## src/hw/rtl/acs_pkg.sv

```systemverilog
// ----------------------------------------------------------------------------
// acs_pkg
// Shared types, constants and byte classifiers for the CSI escape stripper.
// ----------------------------------------------------------------------------
package acs_pkg;

    // parameter byte store
    localparam int PARAM_DEPTH = 16;
    localparam int PTR_W       = (PARAM_DEPTH > 1) ? $clog2(PARAM_DEPTH) : 1;
    localparam int CNT_W       = $clog2(PARAM_DEPTH + 1);

    // command queue between front and back
    localparam int QUEUE_DEPTH = 4;
    localparam int QPTR_W      = $clog2(QUEUE_DEPTH);
    localparam int QCNT_W      = $clog2(QUEUE_DEPTH + 1);

    localparam logic [7:0] ESC_CHAR  = 8'h1b;
    localparam logic [7:0] LBRACKET  = 8'h5b;
    localparam logic [7:0] SEMICOLON = 8'h3b;
    localparam logic [7:0] DIGIT_LO  = 8'h30;
    localparam logic [7:0] DIGIT_HI  = 8'h39;
    localparam logic [7:0] UPPER_LO  = 8'h41;
    localparam logic [7:0] UPPER_HI  = 8'h5a;
    localparam logic [7:0] LOWER_LO  = 8'h61;
    localparam logic [7:0] LOWER_HI  = 8'h7a;

    // what the back end replays before the command's own byte
    typedef enum logic [1:0] {
        FLUSH_NONE = 2'b00,
        FLUSH_ESC  = 2'b01,
        FLUSH_CSI  = 2'b10
    } flush_t;

    // one command per accepted input beat
    typedef struct packed {
        logic        store;     // append data to the parameter store
        logic        clear;     // drop the held parameters
        flush_t      flush;     // replay held bytes
        logic        emit;      // then emit data (or an empty end marker)
        logic        has_byte;  // 0: empty end marker
        logic [7:0]  data;
        logic        last;      // final beat of the text
    } cmd_t;

    typedef struct packed {
        logic full;
        logic empty;
    } qstat_t;

    function automatic logic is_param(input logic [7:0] b);
        is_param = ((b >= DIGIT_LO) && (b <= DIGIT_HI)) || (b == SEMICOLON);
    endfunction

    function automatic logic is_letter(input logic [7:0] b);
        is_letter = ((b >= UPPER_LO) && (b <= UPPER_HI)) ||
                    ((b >= LOWER_LO) && (b <= LOWER_HI));
    endfunction

endpackage

```

## src/hw/rtl/ansi_csi_escape_stripper_core.sv

```systemverilog
// ----------------------------------------------------------------------------
// ansi_csi_escape_stripper_core
// Strips ANSI CSI sequences (ESC '[' digits/semicolons letter) from a byte
// stream; aborted sequences are replayed verbatim.
// ----------------------------------------------------------------------------
//
//  channel  dir  tdata          tlast      tuser
//  -------  ---  -------------  ---------  ----------------------------
//  s_*      in   [7:0] in_byte  last_byte  -
//  m_*      out  [7:0] out_byte run_last   [0] has_byte, [1] text_end
//
//  Flow: the front takes one beat per cycle while the command queue has room.
//  The back emits at most one result per cycle and holds while the output
//  is stalled; a replay gives ESC '[' and then the n held parameters, then
//  the trailing byte if the command has one, and a lone ESC replay gives
//  ESC and then the trailing byte if there is one.
//  Reset clears the scan mode, counts, queue and output valid; the parameter
//  store holds garbage until written. Output stalls back up through the
//  queue to s_tready without losing beats.
// ----------------------------------------------------------------------------
module ansi_csi_escape_stripper_core (
    input  logic        clk,
    input  logic        rst_n,
    input  logic        s_tvalid,
    output logic        s_tready,
    input  logic [7:0]  s_tdata,    // [7:0] in_byte
    input  logic        s_tlast,    // last_byte
    output logic        m_tvalid,
    input  logic        m_tready,
    output logic [7:0]  m_tdata,    // [7:0] out_byte
    output logic        m_tlast,    // run_last
    output logic [1:0]  m_tuser     // [0] has_byte, [1] text_end
);

    acs_pkg::cmd_t   push_cmd;
    acs_pkg::cmd_t   pop_cmd;
    acs_pkg::qstat_t q_stat;
    logic            push;
    logic            pop;

    // classifier: scan mode and held count, one command per beat
    acs_front u_front (
        .clk      (clk),
        .rst_n    (rst_n),
        .s_tvalid (s_tvalid),
        .s_tready (s_tready),
        .s_tdata  (s_tdata),
        .s_tlast  (s_tlast),
        .q_stat   (q_stat),
        .push     (push),
        .push_cmd (push_cmd)
    );

    acs_cmd_fifo u_queue (
        .clk      (clk),
        .rst_n    (rst_n),
        .push     (push),
        .push_cmd (push_cmd),
        .pop      (pop),
        .pop_cmd  (pop_cmd),
        .stat     (q_stat)
    );

    // sequencer: parameter store, replay and output register
    acs_back u_back (
        .clk      (clk),
        .rst_n    (rst_n),
        .pop_cmd  (pop_cmd),
        .q_stat   (q_stat),
        .pop      (pop),
        .m_tvalid (m_tvalid),
        .m_tready (m_tready),
        .m_tdata  (m_tdata),
        .m_tlast  (m_tlast),
        .m_tuser  (m_tuser)
    );

    // an empty end marker is always the closing beat of the text
    a_marker_closes: assert property (@(posedge clk) disable iff (!rst_n)
        (m_tvalid && !m_tuser[0]) |-> (m_tlast && m_tuser[1] && (m_tdata == 8'h00)))
        else $error("empty marker not flagged as end of text");

    // end of text only on the last result of its beat
    a_end_is_last: assert property (@(posedge clk) disable iff (!rst_n)
        (m_tvalid && m_tuser[1]) |-> m_tlast)
        else $error("text_end without run_last");

    // the front never pushes into a full queue
    a_no_overflow: assert property (@(posedge clk) disable iff (!rst_n)
        push |-> !q_stat.full)
        else $error("command queue overflow");

    // nothing is popped from an empty queue
    a_no_underflow: assert property (@(posedge clk) disable iff (!rst_n)
        pop |-> !q_stat.empty)
        else $error("command queue underflow");

endmodule

```

## src/hw/rtl/acs_cmd_fifo.sv

```systemverilog
// ----------------------------------------------------------------------------
// acs_cmd_fifo
// Small command queue decoupling the classifier from the output sequencer.
// ----------------------------------------------------------------------------
module acs_cmd_fifo (
    input  logic            clk,
    input  logic            rst_n,
    input  logic            push,
    input  acs_pkg::cmd_t   push_cmd,
    input  logic            pop,
    output acs_pkg::cmd_t   pop_cmd,
    output acs_pkg::qstat_t stat
);

    acs_pkg::cmd_t                     slot_reg [acs_pkg::QUEUE_DEPTH];
    logic [acs_pkg::QPTR_W-1:0]        wr_ptr_reg, wr_ptr_next;
    logic [acs_pkg::QPTR_W-1:0]        rd_ptr_reg, rd_ptr_next;
    logic [acs_pkg::QCNT_W-1:0]        cnt_reg, cnt_next;
    logic                              do_push, do_pop;

    assign stat.full  = (cnt_reg == acs_pkg::QCNT_W'(acs_pkg::QUEUE_DEPTH));
    assign stat.empty = (cnt_reg == '0);
    assign do_push    = push && !stat.full;
    assign do_pop     = pop && !stat.empty;
    assign pop_cmd    = slot_reg[rd_ptr_reg];

    always_comb
    begin
        wr_ptr_next = do_push ? wr_ptr_reg + 1'b1 : wr_ptr_reg;
        rd_ptr_next = do_pop  ? rd_ptr_reg + 1'b1 : rd_ptr_reg;
        cnt_next    = cnt_reg;
        if (do_push && !do_pop)
        begin
            cnt_next = cnt_reg + 1'b1;
        end
        else if (do_pop && !do_push)
        begin
            cnt_next = cnt_reg - 1'b1;
        end
    end

    always_ff @(posedge clk or negedge rst_n)
    begin
        if (!rst_n)
        begin
            wr_ptr_reg <= '0;
            rd_ptr_reg <= '0;
            cnt_reg    <= '0;
        end
        else
        begin
            wr_ptr_reg <= wr_ptr_next;
            rd_ptr_reg <= rd_ptr_next;
            cnt_reg    <= cnt_next;
        end
    end

    always_ff @(posedge clk)
    begin
        if (do_push)
        begin
            slot_reg[wr_ptr_reg] <= push_cmd;
        end
    end

endmodule

```

## src/hw/rtl/acs_front.sv

```systemverilog
// ----------------------------------------------------------------------------
// acs_front
// Accepts input beats, tracks the escape scan mode and issues one command
// per beat.
// ----------------------------------------------------------------------------
module acs_front (
    input  logic            clk,
    input  logic            rst_n,
    input  logic            s_tvalid,
    output logic            s_tready,
    input  logic [7:0]      s_tdata,    // [7:0] in_byte
    input  logic            s_tlast,    // last_byte
    input  acs_pkg::qstat_t q_stat,
    output logic            push,
    output acs_pkg::cmd_t   push_cmd
);

    typedef enum logic [2:0] {
        MODE_IDLE = 3'b001,
        MODE_ESC  = 3'b010,
        MODE_CSI  = 3'b100
    } mode_t;

    mode_t                      mode_reg, mode_next;
    logic [acs_pkg::CNT_W-1:0]  cnt_reg, cnt_next;
    logic                       b_esc, b_lb, b_par, b_let, full;
    acs_pkg::cmd_t              cmd;

    assign s_tready = !q_stat.full;
    assign push     = s_tvalid && s_tready;
    assign push_cmd = cmd;

    assign b_esc = (s_tdata == acs_pkg::ESC_CHAR);
    assign b_lb  = (s_tdata == acs_pkg::LBRACKET);
    assign b_par = acs_pkg::is_param(s_tdata);
    assign b_let = acs_pkg::is_letter(s_tdata);
    assign full  = (cnt_reg == acs_pkg::CNT_W'(acs_pkg::PARAM_DEPTH));

    always_comb
    begin
        cmd          = '0;
        cmd.flush    = acs_pkg::FLUSH_NONE;
        cmd.has_byte = 1'b1;
        cmd.data     = s_tdata;
        cmd.last     = s_tlast;
        // plain idle handling: an ESC is held unless the text ends here
        cmd.emit     = !b_esc || s_tlast;
        mode_next    = (b_esc && !s_tlast) ? MODE_ESC : MODE_IDLE;
        cnt_next     = '0;
        case (mode_reg)
            MODE_ESC:
            begin
                if (b_lb)
                begin
                    cmd.emit  = 1'b0;
                    cmd.flush = s_tlast ? acs_pkg::FLUSH_CSI : acs_pkg::FLUSH_NONE;
                    mode_next = s_tlast ? MODE_IDLE : MODE_CSI;
                end
                else
                begin
                    cmd.flush = acs_pkg::FLUSH_ESC;
                end
            end
            MODE_CSI:
            begin
                if (b_par && !full)
                begin
                    cmd.store = 1'b1;
                    cmd.emit  = 1'b0;
                    if (s_tlast)
                    begin
                        cmd.flush = acs_pkg::FLUSH_CSI;
                        mode_next = MODE_IDLE;
                    end
                    else
                    begin
                        mode_next = MODE_CSI;
                        cnt_next  = cnt_reg + 1'b1;
                    end
                end
                else if (b_par)
                begin
                    // store overflow: give the whole sequence back
                    cmd.flush = acs_pkg::FLUSH_CSI;
                    cmd.emit  = 1'b1;
                    mode_next = MODE_IDLE;
                end
                else if (b_let)
                begin
                    cmd.clear    = 1'b1;
                    cmd.emit     = s_tlast;     // empty end marker
                    cmd.has_byte = 1'b0;
                    cmd.data     = '0;
                    mode_next    = MODE_IDLE;
                end
                else
                begin
                    cmd.flush = acs_pkg::FLUSH_CSI;
                end
            end
            default:
            begin
            end
        endcase
    end

    always_ff @(posedge clk or negedge rst_n)
    begin
        if (!rst_n)
        begin
            mode_reg <= MODE_IDLE;
            cnt_reg  <= '0;
        end
        else if (push)
        begin
            mode_reg <= mode_next;
            cnt_reg  <= cnt_next;
        end
    end

endmodule

```

## src/hw/rtl/acs_back.sv

```systemverilog
// ----------------------------------------------------------------------------
// acs_back
// Executes queued commands: keeps the parameter store, replays held bytes
// and drives the output register.
// ----------------------------------------------------------------------------
module acs_back (
    input  logic            clk,
    input  logic            rst_n,
    input  acs_pkg::cmd_t   pop_cmd,
    input  acs_pkg::qstat_t q_stat,
    output logic            pop,
    output logic            m_tvalid,
    input  logic            m_tready,
    output logic [7:0]      m_tdata,    // [7:0] out_byte
    output logic            m_tlast,    // run_last
    output logic [1:0]      m_tuser     // [0] has_byte, [1] text_end
);

    typedef enum logic [4:0] {
        ST_LOAD  = 5'b00001,
        ST_ESC   = 5'b00010,
        ST_BRKT  = 5'b00100,
        ST_PARAM = 5'b01000,
        ST_BYTE  = 5'b10000
    } state_t;

    state_t                     state_reg, state_next, disp_state;
    acs_pkg::cmd_t              cmd_reg, cmd_next;
    logic [acs_pkg::CNT_W-1:0]  cnt_reg, cnt_next;
    logic [acs_pkg::PTR_W-1:0]  ptr_reg, ptr_next;
    logic [7:0]                 mem [acs_pkg::PARAM_DEPTH];
    logic [7:0]                 rd_data_reg;
    logic                       out_ok, emit, more, last_param;
    logic [7:0]                 emit_byte;
    logic                       emit_has;
    logic                       ovalid_reg;
    logic [7:0]                 obyte_reg;
    logic                       olast_reg, ohas_reg, oend_reg;

    assign out_ok     = !ovalid_reg || m_tready;
    assign last_param = (acs_pkg::CNT_W'(ptr_reg) == cnt_reg - acs_pkg::CNT_W'(1));

    // next state for a freshly popped command
    always_comb
    begin
        if (pop_cmd.flush != acs_pkg::FLUSH_NONE)
        begin
            disp_state = ST_ESC;
        end
        else if (pop_cmd.emit)
        begin
            disp_state = ST_BYTE;
        end
        else
        begin
            disp_state = ST_LOAD;
        end
    end

    always_comb
    begin
        emit       = 1'b0;
        more       = 1'b0;
        emit_byte  = cmd_reg.data;
        emit_has   = 1'b1;
        state_next = state_reg;
        cmd_next   = cmd_reg;
        cnt_next   = cnt_reg;
        ptr_next   = '0;
        pop        = 1'b0;
        case (state_reg)
            ST_LOAD:
            begin
                pop = !q_stat.empty;
            end
            ST_ESC:
            begin
                emit      = out_ok;
                emit_byte = acs_pkg::ESC_CHAR;
                more      = (cmd_reg.flush == acs_pkg::FLUSH_CSI) || cmd_reg.emit;
                if (emit)
                begin
                    if (cmd_reg.flush == acs_pkg::FLUSH_CSI)
                    begin
                        state_next = ST_BRKT;
                    end
                    else
                    begin
                        cnt_next   = '0;
                        state_next = cmd_reg.emit ? ST_BYTE : ST_LOAD;
                    end
                end
            end
            ST_BRKT:
            begin
                emit      = out_ok;
                emit_byte = acs_pkg::LBRACKET;
                more      = (cnt_reg != '0) || cmd_reg.emit;
                if (emit)
                begin
                    if (cnt_reg != '0)
                    begin
                        state_next = ST_PARAM;
                    end
                    else
                    begin
                        state_next = cmd_reg.emit ? ST_BYTE : ST_LOAD;
                    end
                end
            end
            ST_PARAM:
            begin
                emit      = out_ok;
                emit_byte = rd_data_reg;
                more      = !last_param || cmd_reg.emit;
                ptr_next  = ptr_reg;
                if (emit)
                begin
                    ptr_next = ptr_reg + 1'b1;
                    if (last_param)
                    begin
                        cnt_next   = '0;
                        state_next = cmd_reg.emit ? ST_BYTE : ST_LOAD;
                    end
                end
            end
            ST_BYTE:
            begin
                emit     = out_ok;
                emit_has = cmd_reg.has_byte;
                more     = 1'b0;
                if (emit)
                begin
                    state_next = ST_LOAD;
                    pop        = !q_stat.empty;
                end
            end
            default:
            begin
                state_next = ST_LOAD;
            end
        endcase
        if (pop)
        begin
            cmd_next   = pop_cmd;
            state_next = disp_state;
            if (pop_cmd.store)
            begin
                cnt_next = cnt_reg + 1'b1;
            end
            if (pop_cmd.clear)
            begin
                cnt_next = '0;
            end
        end
    end

    always_ff @(posedge clk or negedge rst_n)
    begin
        if (!rst_n)
        begin
            state_reg  <= ST_LOAD;
            cnt_reg    <= '0;
            ptr_reg    <= '0;
            ovalid_reg <= 1'b0;
        end
        else
        begin
            state_reg <= state_next;
            cnt_reg   <= cnt_next;
            ptr_reg   <= ptr_next;
            if (emit)
            begin
                ovalid_reg <= 1'b1;
            end
            else if (m_tready)
            begin
                ovalid_reg <= 1'b0;
            end
        end
    end

    always_ff @(posedge clk)
    begin
        cmd_reg <= cmd_next;
        if (emit)
        begin
            obyte_reg <= emit_byte;
            ohas_reg  <= emit_has;
            olast_reg <= !more;
            oend_reg  <= !more && cmd_reg.last;
        end
    end

    // parameter store, registered read
    always_ff @(posedge clk)
    begin
        if (pop && pop_cmd.store)
        begin
            mem[cnt_reg[acs_pkg::PTR_W-1:0]] <= pop_cmd.data;
        end
        rd_data_reg <= mem[ptr_next];
    end

    assign m_tvalid = ovalid_reg;
    assign m_tdata  = obyte_reg;
    assign m_tlast  = olast_reg;
    assign m_tuser  = {oend_reg, ohas_reg};

endmodule

```

## config.mk

```make
export PLATFORM = sky130hd
export DESIGN_NAME = ansi_csi_escape_stripper_core
export DESIGN_NICKNAME = d
export VERILOG_FILES = /design/src/hw/rtl/acs_pkg.sv /design/src/hw/rtl/ansi_csi_escape_stripper_core.sv /design/src/hw/rtl/acs_cmd_fifo.sv /design/src/hw/rtl/acs_front.sv /design/src/hw/rtl/acs_back.sv
export SDC_FILE = /design/constraint.sdc
export NUM_CORES = 1
export LEC_CHECK = 0
export ABC_AREA = 1
export BUFFER_PORTS_ARGS = -buffer_cell sky130_fd_sc_hd__buf_4
export CAP_MARGIN = 20
export CORE_UTILIZATION = 36
export CTS_CLUSTER_SIZE = 20
export DETAILED_ROUTE_END_ITERATION = 6
export PLACE_DENSITY = 0.47
export SLEW_MARGIN = 20
export SYNTH_ARGS = -nofsm -noshare
export SYNTH_HDL_FRONTEND = slang
export SYNTH_SLANG_ARGS = --single-unit
```

## constraint.sdc

```tcl
create_clock -name clk -period 3 [get_ports clk]
set_clock_uncertainty 0.2 [all_clocks]
set_input_delay 0.15 -clock clk [delete_from_list [all_inputs] [get_ports clk]]
set_output_delay 0.15 -clock clk [all_outputs]
set_load 0.1 [all_outputs]
```

==> reports/results.ini, run 1 <==
[outcome]
status=finished, final reports clean

[job]
max_cap_viol_count=0

[placed_design]
port_buffers=25
dpl.hpwl_um=16130
place_inst=1388
gp_congestion=0.7912
place_area_um2=11470

[worst_setup_path]
max_stage_delay_ps=500
critPathBufInv=1
cpMaxStageDelayCell=nor2_1
start_kind=flop
reg2reg_slack_ps=370
worstSetupEndpointType=flop
critical_path_required_ps=2970
rr_worst_depth=7
path_depth=7
worstPathCellList=nor2_1 -> nand4_1 -> o21ai_2 -> nand2_1 -> inv_2 -> nand2_1 -> nor2_1
worst-setup-path-type=reg -> reg
cpLargestDelayFamily=simple AND/OR/NAND/NOR gates
arrival_ps=2600
path_max_fanout=8

[sta]
finalHoldViolations=0
finalSetupViolCount=0
finalMaxSlewViolations=0
tightest_slew_ps=627.0
layout_min_cycle_time_ps=2631
setup_tns_ps=0
timing.fmax_ghz=0.3800
rsz0062_at_grt=false
fin_crit_sh_pct=87.71
slew-limit-headroom_pct=58.14

[routing]
vias=7096
ant_nets=0
drt_iter0_markers=445
post-route-drc-count=0
routed_via_density=4.874
routed_wirelength_um=26140
wl_per_cell_um=17.95
drt_first_pass_iters=4

[cts]
htreeDepth=1
cts_buffers=28
clkLatencyLatePin_ps=540
cts.path.max_buffers=3
post_cts_buffers=0
clkSinkCount=250
clk_pin_slew_ps=60
cts_root_buffer=clkbuf_16
cts_tree=done

[power_and_ir_drop]
ir_drop_mv=0.4482
p_per_area_nw_per_um2=951.6
leakagePower_uw=0.004849
p_total_uw=11990

[global_routing]
antenna_found_initial=3
grt_overflow=0
grt_pass1_wl_um=41180
grt.total_usage_pct=17.72
grt_pass1_vias=7059
grt_max_degree=75

[finish]
multi_input_area_um2=2885
flow.area_growth_from_synthesis_pct=17.79
final_cells=1456
drive_gt1_share_pct=11.95
register_area_um2=7281
n_fill_cell=2739
fin_nets=1075
final_cell_area_um2=12600
largest_register_ff_count=128

[floorplan]
fp-row-count=62
design.core.area_um2=28940
die_w_um=174.4
num_io_pins=26
dieArea_um2=30410
start_util_pct=36.97
die_h_um=174.4

[yosys]
avgSynthCellArea_um2=10.94
synth_top_family_by_area=simple AND/OR/NAND/NOR gates
synth_edf_count=212
synth_compound_area_share_pct=5.474
synth_flop_cell=edfxtp_1
synthAdderAreaFrac_pct=1.591
muxShareOfSynthArea_pct=0
mappedNetlistNets=1004
synth_area_um2=10700
async_reset_ff_share_pct=12.00
synth_cell_types=42
ys_warn_count=0
postSynthCellCount=978
seq_area_frac_synth_pct=68.05
synth-seq-cells=250
synth-xor-area-share_pct=0.6550
synthSimpleGateAreaFrac_pct=19.22

[worst_hold_path]
hold_depth=2
hold_path_class=in -> reg

==> final timing paths <==
path                                startpoint                endpoint
max in group asynchronous                rst_n         u_back.m_tvalid
max                        u_back.state_reg[2]        u_back.mem[6][4]
min                                 s_tdata[7]  u_queue.slot_reg[0][8]
min reg2reg                u_front.mode_reg[0]     u_front.mode_reg[0]
min in group asynchronous                rst_n     u_back.state_reg[0]
max reg2reg                u_back.state_reg[2]        u_back.mem[6][4]
==> per-layer routing <==
metal | track usage, % | vias up | wire length (µm)
met5 | 0 | - | 0
met4 | 4.459 | 0 | 483
met3 | 2.318 | 39 | 1103
met2 | 27.69 | 139 | 11730
met1 | 26.00 | 3419 | 12820
li1 | - | 3499 | -
==> cell type report <==
| type | count | share of cell area, % |
|---|---|---|
| clock buffers | 37 | 6.236 |
| clock inverters | 15 | 1.430 |
| multi-input cells | 605 | 22.90 |
| diodes | 1 | 0.01986 |
| repair buffers | 79 | 5.283 |
| flip-flops and latches | 250 | 57.79 |
| well taps | 384 | 3.813 |
| inverters | 85 | 2.532 |
==> cells in the mapped netlist, types with 12 or more instances <==
| master | number | area (µm²) |
|---|---|---|
| dfrtp_1 | 28 | 700.7 |
| edfxtp_1 | 212 | 6366 |
| nor2_1 | 108 | 405.4 |
| a21oi_1 | 16 | 80.08 |
| o21ai_0 | 47 | 235.2 |
| inv_1 | 79 | 296.5 |
| o21ai_1 | 13 | 65.06 |
| nand2_1 | 221 | 829.6 |
| o22ai_1 | 12 | 75.07 |
| buf_2 | 14 | 70.07 |
| nand3_1 | 119 | 595.6 |
| ha_1 | 12 | 150.1 |
==> where the power goes <==
| part | leakage [µW] | internal [µW] | switching [µW] | total (µW) |
|---|---|---|---|---|
| combinational | 0.00202 | 886 | 2540 | 3420 |
| clock | 0.000468 | 2180 | 1350 | 3530 |
| sequential | 0.00236 | 4840 | 195 | 5040 |
| total | 0.00485 | 7910 | 4080 | 12000 |
==> cell families (layout without fill, tap and decap cells) <==
kind of cell    count (synthesis)  after routing
compound gates                104            104
simple gates                  480            480
buf+inv                       123            216
fa+ha+maj                      13             13
other cells                     0              1
xor+xnor                        8              8
flops                         250            250
==> cell usage in the layout (no fill, tap or decap), types with 2 or more instances in the layout <==
master         instances
clkbuf_1               5
a22oi_1                3
buf_4                 62
dlygate4sd3_1         14
dfstp_2                2
nand2_1              221
or2_2                  2
clkbuf_8               3
xnor2_1                2
a21oi_1               16
edfxtp_1             212
nor2_2                 2
clkinv_1               3
xor2_1                 6
nor2_1               108
clkinv_2               6
a22o_1                 3
inv_2                  5
clkinvlp_4             3
dfxtp_1                8
nor2_4                 2
o21ai_1               12
nand3_1              119
o21ai_0               47
inv_1                 79
nand3_4                2
bufinv_16              4
clkbuf_16             29
nand4_1                8
o211ai_1               6
nor3_1                 8
o22ai_1               12
buf_12                 3
dfrtp_1               27
and2_1                 3
ha_1                  12
==> per-stage QoR <==
stage               hold WS [ps]  worst slack, ps  utilization (%)
finish                     202.8            368.6            43.54
CTS                        161.7            322.3            43.54
detailed placement        -74.36            336.6            39.64
global placement          -76.40            380.3            39.64
floorplan                 -345.6            90.90                -
global route               191.4            97.06            43.54
==> repair_timing <==
item                       in CTS  in global routing
hold buffers                   15                  0
setup endpoints to repair       0                  0
gates resized for setup         0                  0
hold endpoints to repair       86                  0
Note: power is estimated with default switching activity, not from simulation.
==> run 2, diff against run 1 <==
--- a/config.mk
+++ b/config.mk
@@ -8,10 +8,12 @@
 export ABC_AREA = 1
 export BUFFER_PORTS_ARGS = -buffer_cell sky130_fd_sc_hd__buf_4
 export CAP_MARGIN = 20
+export CELL_PAD_IN_SITES_DETAIL_PLACEMENT = 0
+export CELL_PAD_IN_SITES_GLOBAL_PLACEMENT = 2
 export CORE_UTILIZATION = 36
 export CTS_CLUSTER_SIZE = 20
 export DETAILED_ROUTE_END_ITERATION = 6
-export PLACE_DENSITY = 0.47
+export PLACE_DENSITY = 0.65
 export SLEW_MARGIN = 20
 export SYNTH_ARGS = -nofsm -noshare
 export SYNTH_HDL_FRONTEND = slang
==> run 2 against run 1 <==
  * Die area did not move
  * Cell area rose by 0.70%
  * Sequential share of layout area fell by 0.40 points
  * Global-route usage rose by 0.16 points
  * Cell count rose by 0.76%
==> reports/results.ini, run 2 (same netlist as run 1, synthesis figures left out) <==
[finish]
layout_commonest_cell=nand2_1
fin_nets=1085
flow.area_growth_from_synthesis_pct=18.62
layout_common_cells=nand2_1 (221), edfxtp_1 (212), nand3_1 (119), nor2_1 (108), inv_1 (79)
largest_register_ff_count=128
drive_gt1_share_pct=12.48

[worst_setup_path]
path_max_fanout=7
reg2reg_slack_ps=490
r2r_start=u_back.cnt_reg[0]
r2r-end=u_back.cnt_reg[3]
worst-setup-path-type=reg -> reg
worstSetupEndpointType=flop
arrival_ps=2750
rr_worst_depth=14
critical_path_required_ps=3240
start_kind=flop

[routing]
ant_nets=0
routed_wirelength_um=26670
drt_first_pass_iters=5
routed_via_density=4.817
post-route-drc-count=0
vias=7067
wl_per_cell_um=18.18
drt_iter0_markers=415

[cts]
clkSinkCount=250
cts_tree=done
cts.path.max_buffers=3
cts_buffers=29
ctsResizeCount=0
cts_root_buffer=clkbuf_16
clkLatencyLatePin_ps=550
htreeDepth=1
clk_pin_slew_ps=60

[floorplan]
design.core.area_um2=28940
fp-row-count=62
num_io_pins=26
die_w_um=174.4
start_util_pct=36.97
dieArea_um2=30410
die_h_um=174.4

[power_and_ir_drop]
p_per_area_nw_per_um2=942.2
leakagePower_uw=0.004906
ir_drop_mv=0.4608

[placed_design]
dpl.hpwl_um=17030
port_buffers=25
gp_congestion=0.7667
pre_cts_ws_ps=523.3

[sta]
rsz0062_at_grt=false
setup_slack_ps=485.2
slew-limit-headroom_pct=61.26
fin_crit_sh_pct=83.83
layout_min_cycle_time_ps=2515
finalMaxSlewViolations=0
finalSetupViolCount=0
timing.fmax_ghz=0.3977
tightest_slew_ps=579.0
finalHoldViolations=0
setup_tns_ps=0

[worst_hold_path]
hold_depth=2
min_to=u_queue.slot_reg[0][8]
min_from=s_tdata[7]
hold_path_class=in -> reg

[global_routing]
grt_max_degree=75
antenna_found_initial=0
grt_pass1_wl_um=41450
grt.total_usage_pct=17.89
grt_pass1_vias=6992
grt_overflow=0

[outcome]
status=finished, final reports clean

[job]
max_cap_viol_count=0

## run 2: worst max path at each step
| stage | from | depth (start not counted) | to |
|---|---|---|---|
| after CTS | u_back.state_reg[1] | 8 | u_back.rd_data_reg[7] |
| after detailed placement | u_back.cnt_reg[0] | 14 | u_back.cnt_reg[3] |
| after floorplan | u_queue.cnt_reg[0] | 9 | u_queue.cnt_reg[1] |
| final | u_back.cnt_reg[0] | 14 | u_back.cnt_reg[3] |
| after global routing | u_back.cnt_reg[0] | 14 | u_back.cnt_reg[3] |
| after global placement | u_back.state_reg[1] | 8 | u_back.rd_data_reg[7] |
## run 2: where the power goes
group          internal (µW)  switching, µW
combinational            900           2460
clock                   2180           1370
sequential              4840            199
## run 2: routing by layer
layer  vias to the layer above  global-route usage [%]  part of all wire, %
li1                       3517                       -                    -
met4                         0                   3.436                  1.4
met5                         -                       0                    0
met2                       111                   27.62                   44
met1                      3411                   26.82                   51
met3                        28                   2.515                  3.3
## run 2: per-stage QoR
stage	hold slack, ps	instance area [µm²]	std cells	utilization, %	total power, µW
2_1_floorplan	-345.6	10700	978	-	7191
4_1_cts	136.9	12690	1466	43.84	12120
3_3_place_gp	-67.52	11540	1396	39.89	8535
3_5_place_dp	-68.64	11540	1396	39.89	8530
5_1_grt	175.0	12690	1466	43.84	12600
6_report	173.9	12690	1467	43.85	11960
## run 2: final cells by class
cell class	instances	area, µm²
repair buffers	88	748.2
inverters	85	319.1
well taps	384	480.5
clock buffers	43	838.3
flip-flops and latches	250	7281
fillers	2777	16250
multi-input cells	605	2885
diodes	1	2.502
clock inverters	11	133.9
## run 2: repair_timing
action / in CTS / in global routing
hold buffers: 16 / 0
setup buffers: 0 / 0
endpoints found under the hold margin: 83 / 0
## run 2: critical path, cell delays in order (launching register included)
cell	delay (ps)
dfrtp_1	490
inv_1	160
ha_1	390
nand2_1	100
inv_1	40
nor2_1	70
nand3_1	80
nor2_1	100
nand2_1	80
nand2_1	120
nand3_1	240
nand2_1	180
nand2_1	60
nand2_1	60
nand2_1	50
==> run 3, diff against run 2 <==
--- a/config.mk
+++ b/config.mk
@@ -13,7 +13,7 @@
 export CORE_UTILIZATION = 36
 export CTS_CLUSTER_SIZE = 20
 export DETAILED_ROUTE_END_ITERATION = 6
-export PLACE_DENSITY = 0.65
+export PLACE_DENSITY = 0.68
 export SLEW_MARGIN = 20
 export SYNTH_ARGS = -nofsm -noshare
 export SYNTH_HDL_FRONTEND = slang
==> constraint.sdc (replaced) <==
create_clock -name clk -period 2.04 [get_ports clk]
set_clock_uncertainty 0.2 [all_clocks]
set_input_delay 0.102 -clock clk [delete_from_list [all_inputs] [get_ports clk]]
set_output_delay 0.102 -clock clk [all_outputs]
set_load 0.1 [all_outputs]
==> run 3 against run 2 <==
  * Maximum frequency grew 13%
  * Cell area increased by 20%
  * Worst setup slack lost 670 ps
  * Cell count increased by 7.4%
  * Sequential cell count stayed put
  * Wire length up 6.9%
  * Clock power increased by 43%
  * Highest routed layer unchanged
  * Sequential power is 47% higher
  * Non-clock buffer count up 110
  * The run now ends with negative setup slack left
==> reports/results.ini, run 3 (same netlist as run 1, synthesis figures left out) <==
[cts]
cts_root_buffer=clkbuf_16
cts.path.max_buffers=3
cts_buffers=28
clk_pin_slew_ps=60
cts_tree=done
clkSinkCount=250
clkLatencyLatePin_ps=550
htreeDepth=1

[power_and_ir_drop]
pwr-share-clk_pct=25.7
switching_share_pct=34.20
leakagePower_uw=0.005858
p_per_area_nw_per_um2=1301
p_seq_share_pct=37.3
p_int_uw=13020
p_switching_uw=6767
ir_drop_mv=0.7025
p_comb_share_pct=37.0

[floorplan]
start_util_pct=36.97
num_io_pins=26
die_w_um=174.4
dieArea_um2=30410
design.core.area_um2=28940
fp-row-count=62
die_h_um=174.4

[worst_setup_path]
critical_path_required_ps=2260
worst-setup-path-type=reg -> reg
worstSetupEndpointType=flop
cpMaxStageDelayCell=dfstp_2
crit_end=u_queue.cnt_reg[2]
arrival_ps=2450
r2r-end=u_queue.cnt_reg[2]
r2r_start=u_back.state_reg[0]
reg2reg_slack_ps=-190
max_stage_delay_ps=560
rr_worst_depth=13
start_kind=flop
worstPathCellList=nor2_4 -> nand2_2 -> nor2_2 -> nand3_2 -> o21ai_4 -> buf_6 -> inv_4 -> ha_4 -> inv_2 -> fa_2 -> a21oi_2 -> o21ai_2 -> xor2_1
path_max_fanout=4
cp-startpoint=u_back.state_reg[0]

[placed_design]
port_buffers=25
place_area_um2=12530
pre_cts_ws_ps=-322.6
gp_congestion=0.7822
dpl.hpwl_um=17590

[sta]
setup_slack_ps=-189.2
setup_tns_ps=-17590
slew-limit-headroom_pct=53.73
layout_min_cycle_time_ps=2229
tightest_slew_ps=694.0
finalMaxSlewViolations=0
fin_crit_sh_pct=109.3
finalHoldViolations=0
finalSetupViolCount=141
timing.fmax_ghz=0.4486
rsz0062_at_grt=true

[outcome]
violations=negative setup slack
status=finished with violations

[job]
max_cap_viol_count=0

[routing]
vias=7607
drt_first_pass_iters=5
routed_via_density=4.830
ant_nets=0
routed_wirelength_um=28500
wl_per_cell_um=18.09
post-route-drc-count=0
drt_iter0_markers=510

[global_routing]
grt_pass1_wl_um=43500
grt.total_usage_pct=18.64
grt_pass1_vias=7466
grt_max_degree=29
antenna_found_initial=0
grt_overflow=0

[worst_hold_path]
hold_path_class=in -> reg

[finish]
fin_nets=1195
multi_input_area_um2=3790
n_fill_cell=2529
layout_commonest_cell=edfxtp_1
flow.area_growth_from_synthesis_pct=42.16
antennaDiodeCount=0
drive_gt1_share_pct=35.60
largest_register_ff_count=128
final_cell_area_um2=15210
layout_common_cells=edfxtp_1 (212), nand2_1 (163), buf_4 (110), nor2_1 (76), inv_1 (71)
register_area_um2=7283

run 3: cell types whose count changed in the layout (fill, tap and decap cells not counted), sizes merged:
| cell | previous run | this run |
|---|---|---|
| clkinvlp | 1 | 0 |
| diode | 1 | 0 |
| clkbuf | 43 | 46 |
| buf | 73 | 179 |
| dlygate4sd3 | 15 | 14 |
| clkinv | 7 | 9 |
run 3: per-layer routing:
metal	GRT usage (%)	vias to the layer above	share of wire, %
li1	-	3757	-
met1	26.89	3708	47
met2	29.70	107	48
met3	2.275	35	3.3
met4	4.825	0	1.6
met5	0	-	0
run 3: critical path: cells and delay by family (launching register included):
kind,cells,cell delay (ps)
flops,1,560
fa+ha+maj,2,460
compound gates,3,310
simple gates,4,240
buf+inv,3,200
xor+xnor,1,130
run 3: power groups by stage:
stage                     combinational [µW]  clock (µW)  sequential, µW
after detailed placement                5840           0            7500
after floorplan                         2900           0            7980
after global placement                  5830           0            7500
after CTS                               6300        5210            7400
final                                   7310        5090            7390
after global routing                    7930        5410            7450
run 3: worst min path at each step:
stage / startpoint / to / slack [ps] / cells after the start
after floorplan: rst_n / u_back.cnt_reg[0] / -390 / 0
after CTS: s_tdata[7] / u_queue.slot_reg[0][8] / 100 / 2
after global routing: s_tdata[7] / u_queue.slot_reg[3][8] / 130 / 2
after detailed placement: rst_n / u_queue.cnt_reg[2] / -110 / 1
after global placement: rst_n / u_queue.cnt_reg[1] / -110 / 1
final: s_tdata[7] / u_queue.slot_reg[0][8] / 130 / 2
run 3: through the flow:
step | power (µW) | util, % | instances | hold slack [ps]
6_report | 19790 | 52.55 | 1575 | 132.3
5_1_grt | 20780 | 52.55 | 1575 | 129.8
4_1_cts | 18910 | 49.56 | 1548 | 104.8
3_5_place_dp | 13340 | 43.31 | 1459 | -108.6
3_3_place_gp | 13330 | 43.31 | 1459 | -114.6
2_1_floorplan | 10880 | - | 978 | -393.6
run 3: area by class of cell:
type | count | area share (%)
clock inverter | 11 | 0.9380
tap | 384 | 3.160
sequential | 250 | 47.90
clock buffer | 41 | 5.258
timing repair inverter | 1 | 0.02469
timing repair buffer | 198 | 15.40
inverter | 85 | 2.394
multi-input combinational | 605 | 24.92
run 3: what timing repair did:
| item | in CTS | in global routing |
|---|---|---|
| setup endpoints to repair | 287 | 192 |
| hold endpoints to repair | 95 | 0 |
| pin swaps | 37 | 59 |
| setup buffers | 16 | 23 |
| hold buffers | 15 | 0 |
| resized for setup | 107 | 143 |
| gates cloned | 7 | 6 |
